File: config.mk
export PLATFORM = sky130hd
export DESIGN_NAME = vlan_tag_inserter_by_source_ip_unit
export DESIGN_NICKNAME = d
export VERILOG_FILES = /design/src/sv/vtag_pkg.sv /design/src/sv/vlan_tag_inserter_by_source_ip_unit.sv /design/src/sv/vtag_lookup.sv
export SDC_FILE = /design/constraint.sdc
export NUM_CORES = 1
export LEC_CHECK = 0
export BUFFER_PORTS_ARGS = -buffer_cell sky130_fd_sc_hd__buf_2
export CORE_MARGIN = 2
export CORE_UTILIZATION = 40
export CTS_CLUSTER_DIAMETER = 50
export DETAILED_ROUTE_END_ITERATION = 6
export GPL_ROUTABILITY_DRIVEN = 0
export PLACE_DENSITY = 0.69
export SYNTH_ARGS = -nofsm -noshare
export SYNTH_HDL_FRONTEND = slang
export SYNTH_SLANG_ARGS = --single-unit
File: constraint.sdc
create_clock -name clock -period 5.4 [get_ports clock]
set_clock_uncertainty 0.15 [all_clocks]
set_input_delay 0.81 -clock clock [delete_from_list [all_inputs] [get_ports clock]]
set_output_delay 0.81 -clock clock [all_outputs]
set_load 0.01 [all_outputs]
File: src/sv/vtag_pkg.sv
// Shared types and constants for the source-address VLAN tag inserter.
// No dependencies; imported by every module of the block.
`default_nettype none

package vtag_pkg;

   localparam int REQ_DATA_W = 64;
   localparam int BYTE_W     = 8;
   localparam int ENTRY_IX_W = 4;
   localparam int IP_W       = 32;
   localparam int VLAN_W     = 12;

   // Header window: bytes 12..29 are held, the decision falls on byte 29
   localparam int HOLD_FIRST = 12;
   localparam int HOLD_LEN   = 18;
   localparam int DECIDE_POS = 29;
   localparam int HIX_W      = 5;

   localparam logic [HIX_W-1:0] TAG_LAST_IX  = HIX_W'(3);
   localparam logic [HIX_W-1:0] HOLD_LAST_IX = HIX_W'(HOLD_LEN - 1);

   localparam logic [BYTE_W-1:0] TPID_HI = 8'h81;
   localparam logic [BYTE_W-1:0] TPID_LO = 8'h00;

   localparam logic OP_FRAME = 1'b0;
   localparam logic OP_TABLE = 1'b1;

   typedef enum logic [1:0] {
      ST_IDLE,
      ST_LOOKUP,
      ST_TAG,
      ST_HOLD
   } vtag_state_type;

   typedef struct packed {
      logic                  en;
      logic [ENTRY_IX_W-1:0] index;
      logic [IP_W-1:0]       ip;
      logic [VLAN_W-1:0]     vlan;
      logic                  valid;
   } vtag_table_write_type;

   typedef struct packed {
      logic              done;
      logic              hit;
      logic [VLAN_W-1:0] vlan;
   } vtag_lookup_result_type;

endpackage

`default_nettype wire

File: src/sv/vlan_tag_inserter_by_source_ip_unit.sv
// Top level of the source-address VLAN tag inserter: frame sequencer, header hold
// buffer and output register. Depends on vtag_pkg and vtag_lookup.
`default_nettype none

// Frames enter one byte per transfer; table writes (tuser high) load one slot and
// produce nothing. Bytes 0 to 11 and everything after byte 29 go out one per cycle
// while the output is not stalled. Bytes 12 to 29 are held; on byte 29 the source
// address is searched in the table, one entry per cycle, during which no transfer is
// accepted. The burst that follows (4 tag bytes on a hit, then the 18 held bytes)
// leaves at one byte per cycle, unless the output stalls, while the input is held off.
// A frame ending inside the hold window is flushed unchanged the same way. The output
// register lets a new input be taken in the cycle that its waiting byte is taken.
module vlan_tag_inserter_by_source_ip_unit #(
   parameter int TABLE_DEPTH     = 16,
   parameter int MAX_FRAME_BYTES = 1522
) (
   input  wire                                clock,
   input  wire                                reset,
   input  wire                                req_tvalid,
   output logic                               req_tready,
   // data_byte[7:0], entry_index[11:8], entry_ip[43:12], entry_vlan[55:44],
   // entry_valid[56], zero fill up to bit 63
   input  wire [vtag_pkg::REQ_DATA_W-1:0]     req_tdata,
   input  wire                                req_tlast,
   // opcode[0]
   input  wire                                req_tuser,
   output logic                               rsp_tvalid,
   input  wire                                rsp_tready,
   // out_byte[7:0]
   output logic [vtag_pkg::BYTE_W-1:0]        rsp_tdata,
   output logic                               rsp_tlast,
   // tagged_res[0]
   output logic                               rsp_tuser
);
   import vtag_pkg::*;

   localparam int PW = $clog2(MAX_FRAME_BYTES + 1);
   localparam logic [PW-1:0] POS_HOLD   = PW'(HOLD_FIRST);
   localparam logic [PW-1:0] POS_DECIDE = PW'(DECIDE_POS);
   localparam logic [PW-1:0] POS_AFTER  = PW'(DECIDE_POS + 1);
   localparam logic [PW-1:0] POS_MAX    = PW'(MAX_FRAME_BYTES);

   vtag_state_type state_ff, state_in;

   logic [PW-1:0]     pos_ff;
   logic              frame_tagged_ff;
   logic [BYTE_W-1:0] hold_ff [HOLD_LEN];
   logic [23:0]       ip_ff;
   logic [HIX_W-1:0]  k_ff;
   logic [HIX_W-1:0]  end_ff;
   logic              last_ff;
   logic [VLAN_W-1:0] vlan_ff;

   logic              rsp_valid_ff;
   logic [BYTE_W-1:0] rsp_byte_ff;
   logic              rsp_last_ff;
   logic              rsp_tag_ff;

   vtag_table_write_type   wr;
   vtag_lookup_result_type lk;

   logic              out_free;
   logic              acc;
   logic              frame_acc;
   logic [BYTE_W-1:0] in_byte;
   logic              pos_pass;
   logic              pos_hold;
   logic              pos_decide;
   logic [HIX_W-1:0]  hold_ix;
   logic              lk_start;
   logic              emit;
   logic [BYTE_W-1:0] emit_byte;
   logic              emit_last;
   logic              emit_tag;

   assign in_byte    = req_tdata[BYTE_W-1:0];
   assign out_free   = !rsp_valid_ff || rsp_tready;
   assign pos_pass   = (pos_ff < POS_HOLD) || (pos_ff > POS_DECIDE);
   assign pos_hold   = (pos_ff >= POS_HOLD) && (pos_ff < POS_DECIDE);
   assign pos_decide = (pos_ff == POS_DECIDE);
   assign hold_ix    = HIX_W'(pos_ff - POS_HOLD);

   vtag_lookup #(
      .TABLE_DEPTH(TABLE_DEPTH)
   ) u_lookup (
      .clock (clock),
      .reset (reset),
      .wr    (wr),
      .start (lk_start),
      .ip    ({ip_ff, in_byte}),
      .result(lk)
   );

   always_comb begin
      state_in = state_ff;
      case (state_ff)
         ST_IDLE: begin
            if (frame_acc && pos_hold && req_tlast) begin
               state_in = ST_HOLD;
            end else if (frame_acc && pos_decide) begin
               state_in = ST_LOOKUP;
            end
         end
         ST_LOOKUP: begin
            if (lk.done) begin
               state_in = lk.hit ? ST_TAG : ST_HOLD;
            end
         end
         ST_TAG: begin
            if (out_free && (k_ff == TAG_LAST_IX)) begin
               state_in = ST_HOLD;
            end
         end
         ST_HOLD: begin
            if (out_free && (k_ff == end_ff)) begin
               state_in = ST_IDLE;
            end
         end
         default: state_in = ST_IDLE;
      endcase
   end

   always_comb begin
      req_tready = (state_ff == ST_IDLE) && out_free;
      acc        = req_tvalid && req_tready;
      frame_acc  = acc && (req_tuser == OP_FRAME);
      wr.en      = acc && (req_tuser == OP_TABLE);
      wr.index   = req_tdata[11:8];
      wr.ip      = req_tdata[43:12];
      wr.vlan    = req_tdata[55:44];
      wr.valid   = req_tdata[56];
      lk_start   = frame_acc && pos_decide;
      emit       = 1'b0;
      emit_byte  = in_byte;
      emit_last  = req_tlast;
      emit_tag   = frame_tagged_ff;
      case (state_ff)
         ST_IDLE: begin
            emit = frame_acc && pos_pass;
         end
         ST_TAG: begin
            emit      = out_free;
            emit_last = 1'b0;
            emit_tag  = 1'b1;
            case (k_ff[1:0])
               2'd0:    emit_byte = TPID_HI;
               2'd1:    emit_byte = TPID_LO;
               2'd2:    emit_byte = {4'b0000, vlan_ff[11:8]};
               default: emit_byte = vlan_ff[7:0];
            endcase
         end
         ST_HOLD: begin
            emit      = out_free;
            emit_byte = hold_ff[k_ff];
            emit_last = last_ff && (k_ff == end_ff);
         end
         default: emit = 1'b0;
      endcase
   end

   always_ff @(posedge clock) begin
      if (reset) begin
         state_ff        <= ST_IDLE;
         pos_ff          <= '0;
         frame_tagged_ff <= 1'b0;
         rsp_valid_ff    <= 1'b0;
      end else begin
         state_ff <= state_in;
         if (out_free) begin
            rsp_valid_ff <= emit;
         end
         case (state_ff)
            ST_IDLE: begin
               if (frame_acc) begin
                  if (req_tlast && !pos_decide) begin
                     pos_ff          <= '0;
                     frame_tagged_ff <= 1'b0;
                  end else if (!pos_decide && (pos_ff < POS_MAX)) begin
                     pos_ff <= pos_ff + PW'(1);
                  end
               end
            end
            ST_LOOKUP: begin
               if (lk.done) begin
                  frame_tagged_ff <= lk.hit;
               end
            end
            ST_HOLD: begin
               if (out_free && (k_ff == end_ff)) begin
                  if (last_ff) begin
                     pos_ff          <= '0;
                     frame_tagged_ff <= 1'b0;
                  end else begin
                     pos_ff <= POS_AFTER;
                  end
               end
            end
            default: begin
            end
         endcase
      end
   end

   always_ff @(posedge clock) begin
      if (out_free && emit) begin
         rsp_byte_ff <= emit_byte;
         rsp_last_ff <= emit_last;
         rsp_tag_ff  <= emit_tag;
      end
      if (frame_acc && (pos_hold || pos_decide)) begin
         hold_ff[hold_ix] <= in_byte;
         ip_ff            <= {ip_ff[15:0], in_byte};
      end
      case (state_ff)
         ST_IDLE: begin
            k_ff <= '0;
            if (pos_decide) begin
               end_ff  <= HOLD_LAST_IX;
               last_ff <= req_tlast;
            end else begin
               // flush of a short frame ends on the byte just taken
               end_ff  <= hold_ix;
               last_ff <= 1'b1;
            end
         end
         ST_LOOKUP: begin
            k_ff <= '0;
            if (lk.done) begin
               vlan_ff <= lk.vlan;
            end
         end
         ST_TAG: begin
            if (out_free) begin
               k_ff <= (k_ff == TAG_LAST_IX) ? '0 : k_ff + HIX_W'(1);
            end
         end
         ST_HOLD: begin
            if (out_free) begin
               k_ff <= k_ff + HIX_W'(1);
            end
         end
         default: begin
         end
      endcase
   end

   assign rsp_tvalid = rsp_valid_ff;
   assign rsp_tdata  = rsp_byte_ff;
   assign rsp_tlast  = rsp_last_ff;
   assign rsp_tuser  = rsp_tag_ff;

endmodule

`default_nettype wire

File: src/sv/vtag_lookup.sv
// Address-to-VLAN table with a sequential search that compares one entry per cycle.
// Depends on vtag_pkg.
`default_nettype none

module vtag_lookup #(
   parameter int TABLE_DEPTH = 16
) (
   input  wire                              clock,
   input  wire                              reset,
   input  vtag_pkg::vtag_table_write_type   wr,
   input  wire                              start,
   input  wire [vtag_pkg::IP_W-1:0]         ip,
   output vtag_pkg::vtag_lookup_result_type result
);
   import vtag_pkg::*;

   localparam int IW = (TABLE_DEPTH > 1) ? $clog2(TABLE_DEPTH) : 1;
   localparam int CW = $clog2(TABLE_DEPTH + 1);
   localparam logic [CW-1:0] LAST_CNT = CW'(TABLE_DEPTH);

   logic [IP_W-1:0]        mem_addr [TABLE_DEPTH];
   logic [VLAN_W-1:0]      mem_vlan [TABLE_DEPTH];
   logic [TABLE_DEPTH-1:0] valid_ff;

   logic            busy_ff;
   logic            pend_ff;
   logic [CW-1:0]   cnt_ff;
   logic [IP_W-1:0] ip_ff;
   logic [IP_W-1:0] rd_addr_ff;
   logic [VLAN_W-1:0] rd_vlan_ff;
   logic            rd_valid_ff;

   logic          wr_ok;
   logic [IW-1:0] wr_ix;
   logic [IW-1:0] rd_ix;
   logic          issue;
   logic          hit_now;
   logic          miss_now;

   assign wr_ok    = wr.en && (32'(wr.index) < 32'(TABLE_DEPTH));
   assign wr_ix    = IW'(wr.index);
   assign rd_ix    = cnt_ff[IW-1:0];
   assign issue    = busy_ff && (cnt_ff < LAST_CNT);
   assign hit_now  = busy_ff && pend_ff && rd_valid_ff && (rd_addr_ff == ip_ff);
   assign miss_now = busy_ff && !pend_ff && (cnt_ff == LAST_CNT);

   assign result.done = hit_now || miss_now;
   assign result.hit  = hit_now;
   assign result.vlan = rd_vlan_ff;

   always_ff @(posedge clock) begin
      if (reset) begin
         busy_ff  <= 1'b0;
         pend_ff  <= 1'b0;
         cnt_ff   <= '0;
         valid_ff <= '0;
      end else begin
         if (wr_ok) begin
            valid_ff[wr_ix] <= wr.valid;
         end
         if (start) begin
            busy_ff <= 1'b1;
            pend_ff <= 1'b0;
            cnt_ff  <= '0;
         end else if (busy_ff) begin
            if (hit_now || miss_now) begin
               busy_ff <= 1'b0;
               pend_ff <= 1'b0;
            end else begin
               pend_ff <= issue;
               if (issue) begin
                  cnt_ff <= cnt_ff + CW'(1);
               end
            end
         end
      end
   end

   always_ff @(posedge clock) begin
      if (wr_ok) begin
         mem_addr[wr_ix] <= wr.ip;
         mem_vlan[wr_ix] <= wr.vlan;
      end
      if (start) begin
         ip_ff <= ip;
      end
      if (issue) begin
         rd_addr_ff  <= mem_addr[rd_ix];
         rd_vlan_ff  <= mem_vlan[rd_ix];
         rd_valid_ff <= valid_ff[rd_ix];
      end
   end

endmodule

`default_nettype wire

==> metrics.txt, run 1 <==
post-synthesis compound-gate area fraction=0.0178; Clock Pin Slew Worst Setup and Hold Paths=0.06 ns; initial antenna violation count=13; clk buf depth=3; Peak VDD IR=267 uV; multiplexer share of the synthesized area=0.157; starting density of the core=0.405; first-pass GRT wire length=122000 um; Final Core Density=0.464; CTS Hold Bufs=0; Netlist cell types=57; Power Total=17300 uW; synthesis-stage register bit count=1025; Syn Nets=1867; via/cell ratio=5.59; internal power of the cells=13500 uW; DP HPWL=46400 um; Worst slew margin=0.287; row cnt=114; cell-by-cell trace of the critical path=inv_1 > ha_1 > inv_1 > or3_1 > or3_1 > nor2_4 > buf_12; largest family of logic cells by synthesized area=multiplexers; Detailed Route WL=82200 um; fin crit share=0.711; commonest non-fill, non-tap cell in the layout=edfxtp_1; Post-CTS Resized=0; Post-Synth XOR/XNOR Area=0.00916; I/O pin total=82; simple-gate share of the synthesized area=0.0267; post-CTS setup buffer count=0; # port buffers=74; Syn Area/Cell=22.0 sq um; Top FF cell, synth=edfxtp_1; CTS tree=built; Sw Share=0.218; Sink Count=1025; Max Clock Freq=260 MHz; hold path startpoint=u_lookup.rd_vlan_ff[6]; total of max-cap violations=0; Syn-to-layout area delta=14.6%; post-route ant nets=0; Startpoint Class=register; total number of vias=18300; final hold violation count=0; CP Capture Type=register; CP arrival=4.01 ns; Yosys top cell area share=0.752; Gate power share=0.053; Critical-path top delay cell=nor2_4; Post-synth ARST share=0; clock share of power=0.429; NetSw=3750 uW; critical path class=register to register; Syn Std Cell Area=39200 sq um; global route overflow=0; CP peak stage delay=0.71 ns; LEAKAGE=0.0135 uW; Die Area=101000 sq um; P per Cell Area=384 nW/um^2; Sequential Power Share=0.518; Final Slew Violations=0; fill cell count=7763; largest net degree at the start of global routing=116; gr usage total=0.165; Cells after Synth=1783; Setup Viol. Count Final=0; unrepaired setup endpoints after global routing=false; area of the multi-input gates=8550 sq um; outcome=finished with violations; worst r2r src=state_ff[0]; Setup TNS Final=0 ns; drt wl/cell=25.1 um; post-synthesis adder-cell area fraction=0.00447; # DRC=2; worst-skew pair later-pin latency=0.69 ns; crit path from=state_ff[0]; H-tree depth=3; leading area contributor after synthesis=edfxtp_1; Seq/Total Area, Yosys=0.774; number of flops mapped to enable cells by yosys=982; clock period minus worst slack=3.84 ns; layout cell share with drive strength beyond 1=0.278; Storage cell area=30400 sq um; largest cells by area after synthesis=edfxtp_1 75%, mux4_2 15%, dfxtp_1 2.2%; CP max FO=28; clock buffer count from CTS=105; most frequent cells in the layout=982 x edfxtp_1, 258 x mux4_2, 106 x clkbuf_16; Worst Path Required=5.57 ns; failing checks=DRC; Hold WC Path Type=register to register; drt pass-1 iters=7; vias in the first global route=19000; Core Area=96900 sq um; Slew @ Worst Pin=1.07 ns; Ys Warns=0; violation count after the first detailed-route iteration=2056; DIE HEIGHT=317 um; Die X=317 um; Root Driver=clkbuf_16; final layout net count=1998
==> metal layers <==
metal / up-vias / wire length (um) / track usage
li1: 7760 / - / -
met1: 9682 / 33100 / 0.222
met2: 719 / 41300 / 0.277
met3: 166 / 5520 / 0.0286
met4: 8 / 2240 / 0.0515
met5: - / 49 / 0
==> worst paths after layout <==
kind | cells past startpoint | endpoint | slack, ns
max | 7 | u_lookup.mem_addr[4][23] | 1.56
min | 0 | vlan_ff[6] | 0.26
max reg2reg | 7 | u_lookup.mem_addr[4][23] | 1.56
min reg2reg | 0 | vlan_ff[6] | 0.26
==> worst max-delay path, delay by kind of cell (launching register included) <==
kind                       cells  cell delay (ns)
DFF                            1             0.33
buffers and inverters          3             0.67
and+or+nand+nor                3             1.79
adders and majority gates      1             0.48
==> cells in the mapped netlist (7+ instances only) <==
master,instances
inv_1,15
a21oi_1,43
ha_1,14
edfxtp_1,982
nor3_1,7
o21ai_0,29
nor2_1,63
nor2b_1,7
nand4_1,17
mux4_2,258
nand3_1,14
xnor2_1,37
buf_1,14
nand2_1,50
clkbuf_1,55
or3_1,7
or4_1,8
buf_2,12
o211ai_1,7
mux2i_1,12
mux4_1,7
dfxtp_1,43
==> registers in the layout, summed over array words and instances, names as in the netlist, named ones only <==
register	cells
hold_ff	144
rsp_tlast	1
vlan_ff	12
u_lookup.mem_vlan	192
u_lookup.mem_addr	512
u_lookup.rd_valid_ff	1
u_lookup.pend_ff	1
rsp_tuser	1
u_lookup.rd_addr_ff	32
u_lookup.cnt_ff	5
u_lookup.rd_vlan_ff	12
last_ff	1
state_ff	2
ip_ff	24
u_lookup.valid_ff	16
u_lookup.busy_ff	1
k_ff	5
frame_tagged_ff	1
u_lookup.ip_ff	32
rsp_tvalid	1
rsp_tdata	8
end_ff	5
pos_ff	11
==> final cells by class <==
class	count	area share
clock inverter	68	0.0193
inverter	15	0.00125
antenna	2	0.000111
multi-input combinational	658	0.190
sequential	1025	0.676
clock buffer	126	0.0612
timing repair buffer	109	0.0163
tap	1276	0.0355
==> power by group through the flow <==
| stage | Clock, uW | Sequential, uW | Combinational (uW) |
|---|---|---|---|
| 3_3_place_gp | 0 | 9100 | 881 |
| 5_1_grt | 7870 | 8950 | 990 |
| 6_report | 7410 | 8940 | 911 |
| 2_1_floorplan | 0 | 9080 | 573 |
| 4_1_cts | 7540 | 8940 | 914 |
| 3_5_place_dp | 0 | 9110 | 910 |
==> metrics by stage <==
step / hold WS [ns] / instances / setup slack (ns) / cell area, sq um
floorplan: 0.250 / 1783 / 0.132 / 39200
global placement: 0.252 / 3083 / 1.63 / 41300
detailed placement: 0.255 / 3083 / 1.55 / 41300
CTS: 0.259 / 3277 / 1.53 / 44900
global route: 0.276 / 3277 / 1.32 / 44900
finish: 0.259 / 3279 / 1.56 / 44900
==> cells by family after synthesis <==
logic type	after synthesis
XOR/XNOR	41
adder cells (fa/ha/maj)	14
AO/OA/AOI/OAI	114
buffers and inverters	100
AND/OR/NAND/NOR	209
flip-flops	1025
multiplexers	280
Power figures use the tool's default switching activity.
==> run 2: changes to the inputs <==
Settings changed: PLACE_DENSITY 0.69 to 0.67.
Clock period 5.4 ns to 3.7 ns, I/O delays scaled along.
==> run 2 against run 1 <==
Compared with the run above: the run now ends clean; critical path depth grew 2; wire length up 1.6%; power increased by 44%; critical endpoint is now u_lookup.valid_ff[3]; highest routed layer unchanged; register-to-register slack got worse by 1.2 ns; clock-buffer cell count increased by 13; clock power increased by 40%; largest cell class unchanged.
==> metrics.txt, run 2 (same netlist as run 1, synthesis figures left out) <==
violation count after the first detailed-route iteration=2041 (-0.73%); WHS=0.106 ns (-0.152 ns); drt pass-1 iters=6 (-1); Critical-path top delay cell=nand3_1; Syn-to-layout area delta=15.5%; Final Slew Violations=0 (unchanged); Post-CTS Resized=0 (unchanged); clock share of power=0.419 (-0.010); vias in the first global route=18700 (-1.7%); clock period minus worst slack=3.37 ns (-0.474 ns); # DRC=0 (-2); Die X=317 um (unchanged); critical path class=register to register; Sink Count=1025 (unchanged); crit path from=state_ff[0]; Root Driver=clkbuf_16; LEAKAGE=0.0137 uW (+1.1%); Post-DP Area=41800 sq um (+1.3%); first-pass GRT wire length=123000 um (+0.56%); internal power of the cells=19500 uW (+45%); total of max-cap violations=0 (unchanged); drt wl/cell=25.2 um (+0.58%); WP buf/inv=3 (unchanged); final hold violation count=0 (unchanged); Gate power share=0.057 (+0.004); Sequential Power Share=0.524 (+0.006); Startpoint Class=register; unrepaired setup endpoints after global routing=false; end point of the critical path=u_lookup.valid_ff[3]; register bank with the most flops=u_lookup.mem_addr; met1 GRT Util=0.239 (+0.0167); Max Clock Freq=297 MHz (+14%); post-route ant nets=0 (unchanged); outcome=complete, no violations; clk buf depth=3 (unchanged); commonest non-fill, non-tap cell in the layout=edfxtp_1; final layout net count=2026 (+1.4%); cell family with most CP delay=simple AND/OR/NAND/NOR gates; clock buffer count from CTS=104 (-0.95%); Top Usage Layer GRT=met2; worst reg-to-reg path cell count=9 (+2); Hold WC Path Type=input pin to register; max reg flops=512 (unchanged); CP Capture Type=register; DP HPWL=46200 um (-0.55%); CP arrival=3.72 ns (-0.29 ns); Clock Pin Slew Worst Setup and Hold Paths=0.06 ns (about the same); post-CTS setup buffer count=0 (unchanged); Worst slew margin=0.249 (-0.0372); Critical Path Stages=9 (+2); most used cell, CP=inv_1; CTS Hold Bufs=0 (unchanged); Finished Cell Area=45300 sq um (+0.75%); CP max FO=23 (-18%); Detailed Route WL=83500 um (+1.6%); largest net degree at the start of global routing=60 (-48%); H-tree depth=3 (unchanged); r2r setup slk=0.33 ns (-1.23 ns); Sw Share=0.213 (-0.00440); worst r2r src=state_ff[0]; I/O pin total=82 (unchanged); total number of vias=18400 (+0.37%); layout cell share with drive strength beyond 1=0.286 (+0.00856); fin crit share=0.910 (+0.199); CP peak stage delay=0.53 ns (-0.18 ns); Core Area=96900 sq um (unchanged); Slew @ Worst Pin=1.12 ns (+0.0539 ns); cell-by-cell trace of the critical path=inv_1 > ha_1 > inv_1 > nor3_1 > nand3_1 > nor3_4 > buf_12 > mux2i_1 > nor2_1; met2 usage=0.266 (-0.0108); global route overflow=0 (unchanged); RR Endpoint=u_lookup.valid_ff[3]; DIE HEIGHT=317 um (unchanged); worst-skew pair later-pin latency=0.67 ns (-0.02 ns); Worst Path Required=4.06 ns (-1.51 ns); M3 GR Usage=0.0325 (+0.00398); via/cell ratio=5.56 (-0.63%); most frequent cells in the layout=982 x edfxtp_1, 258 x mux4_2, 105 x clkbuf_16; # port buffers=74 (unchanged); gr usage total=0.168 (+0.00245); Largest regs=u_lookup.mem_addr x512, u_lookup.mem_vlan x192, hold_ff x144; Setup Viol. Count Final=0 (unchanged); initial antenna violation count=15 (+2); CTS tree=built; Die Area=101000 sq um (unchanged); row cnt=114 (unchanged); P per Cell Area=548 nW/um^2 (+43%); starting density of the core=0.405 (unchanged); NetSw=5290 uW (+41%); Peak VDD IR=386 uV (+45%)
==> run 2: worst register-to-register path, stage by stage, from the launching register on <==
cell and delay (ns):
dfxtp_1 0.34, inv_1 0.17, ha_1 0.46, inv_1 0.19
nor3_1 0.43, nand3_1 0.53, nor3_4 0.42, buf_12 0.25
mux2i_1 0.23, nor2_1 0.07
==> run 2: worst min path at each step <==
stage,startpoint,endpoint,depth (start not counted)
CTS,req_tdata[29],u_lookup.mem_addr[6][17],1
finish,req_tdata[29],u_lookup.mem_addr[6][17],1
floorplan,ip_ff[16],u_lookup.ip_ff[24],0
global placement,u_lookup.rd_vlan_ff[5],vlan_ff[5],0
global route,req_tdata[23],u_lookup.mem_addr[5][11],1
detailed placement,ip_ff[16],u_lookup.ip_ff[24],0
==> run 2: power by group through the flow <==
stage               logic [uW]  clock network, uW  registers [uW]
global placement          1350                  0           13200
global route              1530              11000           13000
CTS                       1400              10600           13000
finish                    1400              10400           13000
detailed placement        1390                  0           13200
floorplan                  838                  0           13200
==> run 2: layout make-up <==
cell class              count  area (sq um)
repair buffers            138          1240
multi-input cells         658          8560
flip-flops and latches   1025         30400
clock buffers             139          2840
fillers                  7769         51600
inverters                  15          56.3
well taps                1276          1600
diodes                      4          10.0
clock inverters            57           593
==> run 2: per-stage QoR <==
stage          total power [uW]   util  std cells  TNS (ns)  setup WS [ns]
2_1_floorplan             14100      -       1783   -187.59         -0.599
3_3_place_gp              14600  0.432       3112         0          0.515
3_5_place_dp              14600  0.432       3112         0          0.383
4_1_cts                   25000  0.467       3308         0          0.398
5_1_grt                   25600  0.467       3309         0         0.0412
6_report                  24800  0.467       3312         0          0.333
==> run 2: per-layer routing <==
metal / vias up / routed length [um] / part of all wire
met3: 148 / 6260 / 0.075
met5: - / 48 / 0.00057
met2: 701 / 40200 / 0.48
met4: 10 / 1950 / 0.023
li1: 7832 / - / -
met1: 9712 / 35100 / 0.42
==> run 3: changes to the inputs <==
Settings changed: GPL_TIMING_DRIVEN from default to 0.
==> run 3 against run 2 <==
Compared with the run above: cell count grew 1.6%; utilization rose by 0.35 points; via count increased by 3.5%; critical path depth shrank 2.
==> metrics.txt, run 3 (same netlist as run 1, synthesis figures left out) <==
outcome=complete, no violations; critical path class=register to register; total number of vias=19100 (+3.5%); DIE HEIGHT=317 um (unchanged); H-tree depth=3 (unchanged); Die X=317 um (unchanged); most used cell, CP=inv_1; violation count after the first detailed-route iteration=2512 (+23%); vias in the first global route=19300 (+3.1%); final hold violation count=0 (unchanged); gr usage total=0.181 (+0.0132); register bank with the most flops=u_lookup.mem_addr; final layout net count=2086 (+3.0%); Largest regs=u_lookup.mem_addr x512, u_lookup.mem_vlan x192, hold_ff x144; post-route ant nets=0 (unchanged); # port buffers=70 (-5.4%); clock period minus worst slack=3.59 ns (+0.224 ns); Syn-to-layout area delta=16.3%; Final Slew Violations=0 (unchanged); LEAKAGE=0.0137 uW (+0.37%); Die Area=101000 sq um (unchanged); CTS tree=built; worst-skew pair later-pin latency=0.68 ns (about the same); Max Clock Freq=279 MHz (-6.2%); Worst Path Required=3.83 ns (-0.23 ns); Setup Viol. Count Final=0 (unchanged); drt wl/cell=26.9 um (+6.5%); Root Driver=clkbuf_16; clk buf depth=3 (unchanged); WP buf/inv=2 (-1); starting density of the core=0.405 (unchanged); Finished Cell Area=45600 sq um (+0.75%); Placed Cells=3167 (+1.8%); initial antenna violation count=11 (-4); unrepaired setup endpoints after global routing=true; Sink Count=1025 (unchanged); final cell count without fillers=3366 (+1.6%); Slew @ Worst Pin=1.28 ns (+0.156 ns); Worst slew margin=0.148 (-0.101); clock buffer count from CTS=102 (-1.9%); fill cell count=7792 (+0.30%); Hold WC Path Type=input pin to register; Startpoint Class=register; total of max-cap violations=0 (unchanged); Critical-path top delay cell=nor2_1; DP HPWL=57700 um (+25%); Detailed Route WL=90400 um (+8.3%); CTS Hold Bufs=0 (unchanged); cell-by-cell trace of the critical path=inv_1 > ha_2 > inv_1 > or3_1 > nor2_4 > nand2_1 > nor2_1; via/cell ratio=5.66 (+1.9%); Core Area=96900 sq um (unchanged); CP peak stage delay=0.76 ns (+0.23 ns); I/O pin total=82 (unchanged); CP Capture Type=register; max reg flops=512 (unchanged); first-pass GRT wire length=131000 um (+6.3%); fin crit share=0.970 (+0.0605); Peak VDD IR=404 uV (+4.5%); CP arrival=3.72 ns (about the same); row cnt=114 (unchanged); global route overflow=0 (unchanged); largest net degree at the start of global routing=45 (-25%); # DRC=0 (unchanged); cell family with most CP delay=simple AND/OR/NAND/NOR gates; P per Cell Area=540 nW/um^2 (-1.4%); drt pass-1 iters=7 (+1); Power Total=24600 uW (-0.69%); layout cell share with drive strength beyond 1=0.276 (-0.0108); Post-DP Area=42100 sq um (+0.73%); Clock Pin Slew Worst Setup and Hold Paths=0.06 ns (about the same); CP max FO=14 (-39%); most frequent cells in the layout=982 x edfxtp_1, 258 x mux4_2, 103 x clkbuf_16; commonest non-fill, non-tap cell in the layout=edfxtp_1
## run 3: where the power goes
part,switching [uW],internal [uW],total [uW]
clock network,4370,5790,10200
logic,923,543,1470
registers,89.4,12900,13000
total,5380,19300,24600
## run 3: what timing repair did
action,CTS,global route
endpoints found under the hold margin,0,0
endpoints found under the setup margin,144,223
setup buffers,0,6
gates resized for setup,9,10
pin swaps,1,2
cloned,1,0
## run 3: cell type report
| class | instances | area, sq um | share of cell area |
|---|---|---|---|
| Antenna cell | 4 | 10.0 | 0.000220 |
| Buffer | 85 | 372 | 0.00815 |
| Clock buffer | 126 | 2660 | 0.0584 |
| Clock inverter | 62 | 657 | 0.0144 |
| Inverter | 15 | 61.3 | 0.00134 |
| Multi-Input combinational cell | 659 | 8620 | 0.189 |
| Sequential cell | 1025 | 30300 | 0.666 |
| Tap cell | 1276 | 1600 | 0.0350 |
| Timing Repair Buffer | 114 | 1270 | 0.0278 |
## run 3: worst register-to-register path: stages, from the launching register on
cell	delay, ns
dfxtp_1	0.34
inv_1	0.16
ha_2	0.36
inv_1	0.14
or3_1	0.59
nor2_4	0.47
nand2_1	0.24
nor2_1	0.76
## run 3: stage by stage
step / hold slack [ns] / util / worst slack [ns] / setup TNS (ns)
detailed placement: 0.255 / 0.435 / -0.368 / -34.23
CTS: 0.0429 / 0.469 / 0.00000400 / 0
global placement: 0.258 / 0.425 / -3.71 / -2233.04
finish: 0.0843 / 0.471 / 0.110 / 0
floorplan: 0.250 / - / -0.599 / -187.59
global route: 0.0765 / 0.471 / -0.0575 / -0.587
## run 3: worst paths after layout
kind	from	to	slack, ns	depth (start not counted)
max reg2reg	state_ff[0]	hold_ff[15][6]	0.11	7
min	req_tdata[44]	u_lookup.mem_vlan[9][0]	0.08	1
max	state_ff[0]	hold_ff[15][6]	0.11	7
min reg2reg	ip_ff[21]	u_lookup.ip_ff[29]	0.27	0
## run 3: layer usage
layer  up-vias  track usage  wire [um]
met4        12       0.0493       2080
li1       7932            -          -
met1     10100        0.254      36900
met2       849        0.295      44500
met5         -            0         74
met3       163       0.0307       6830
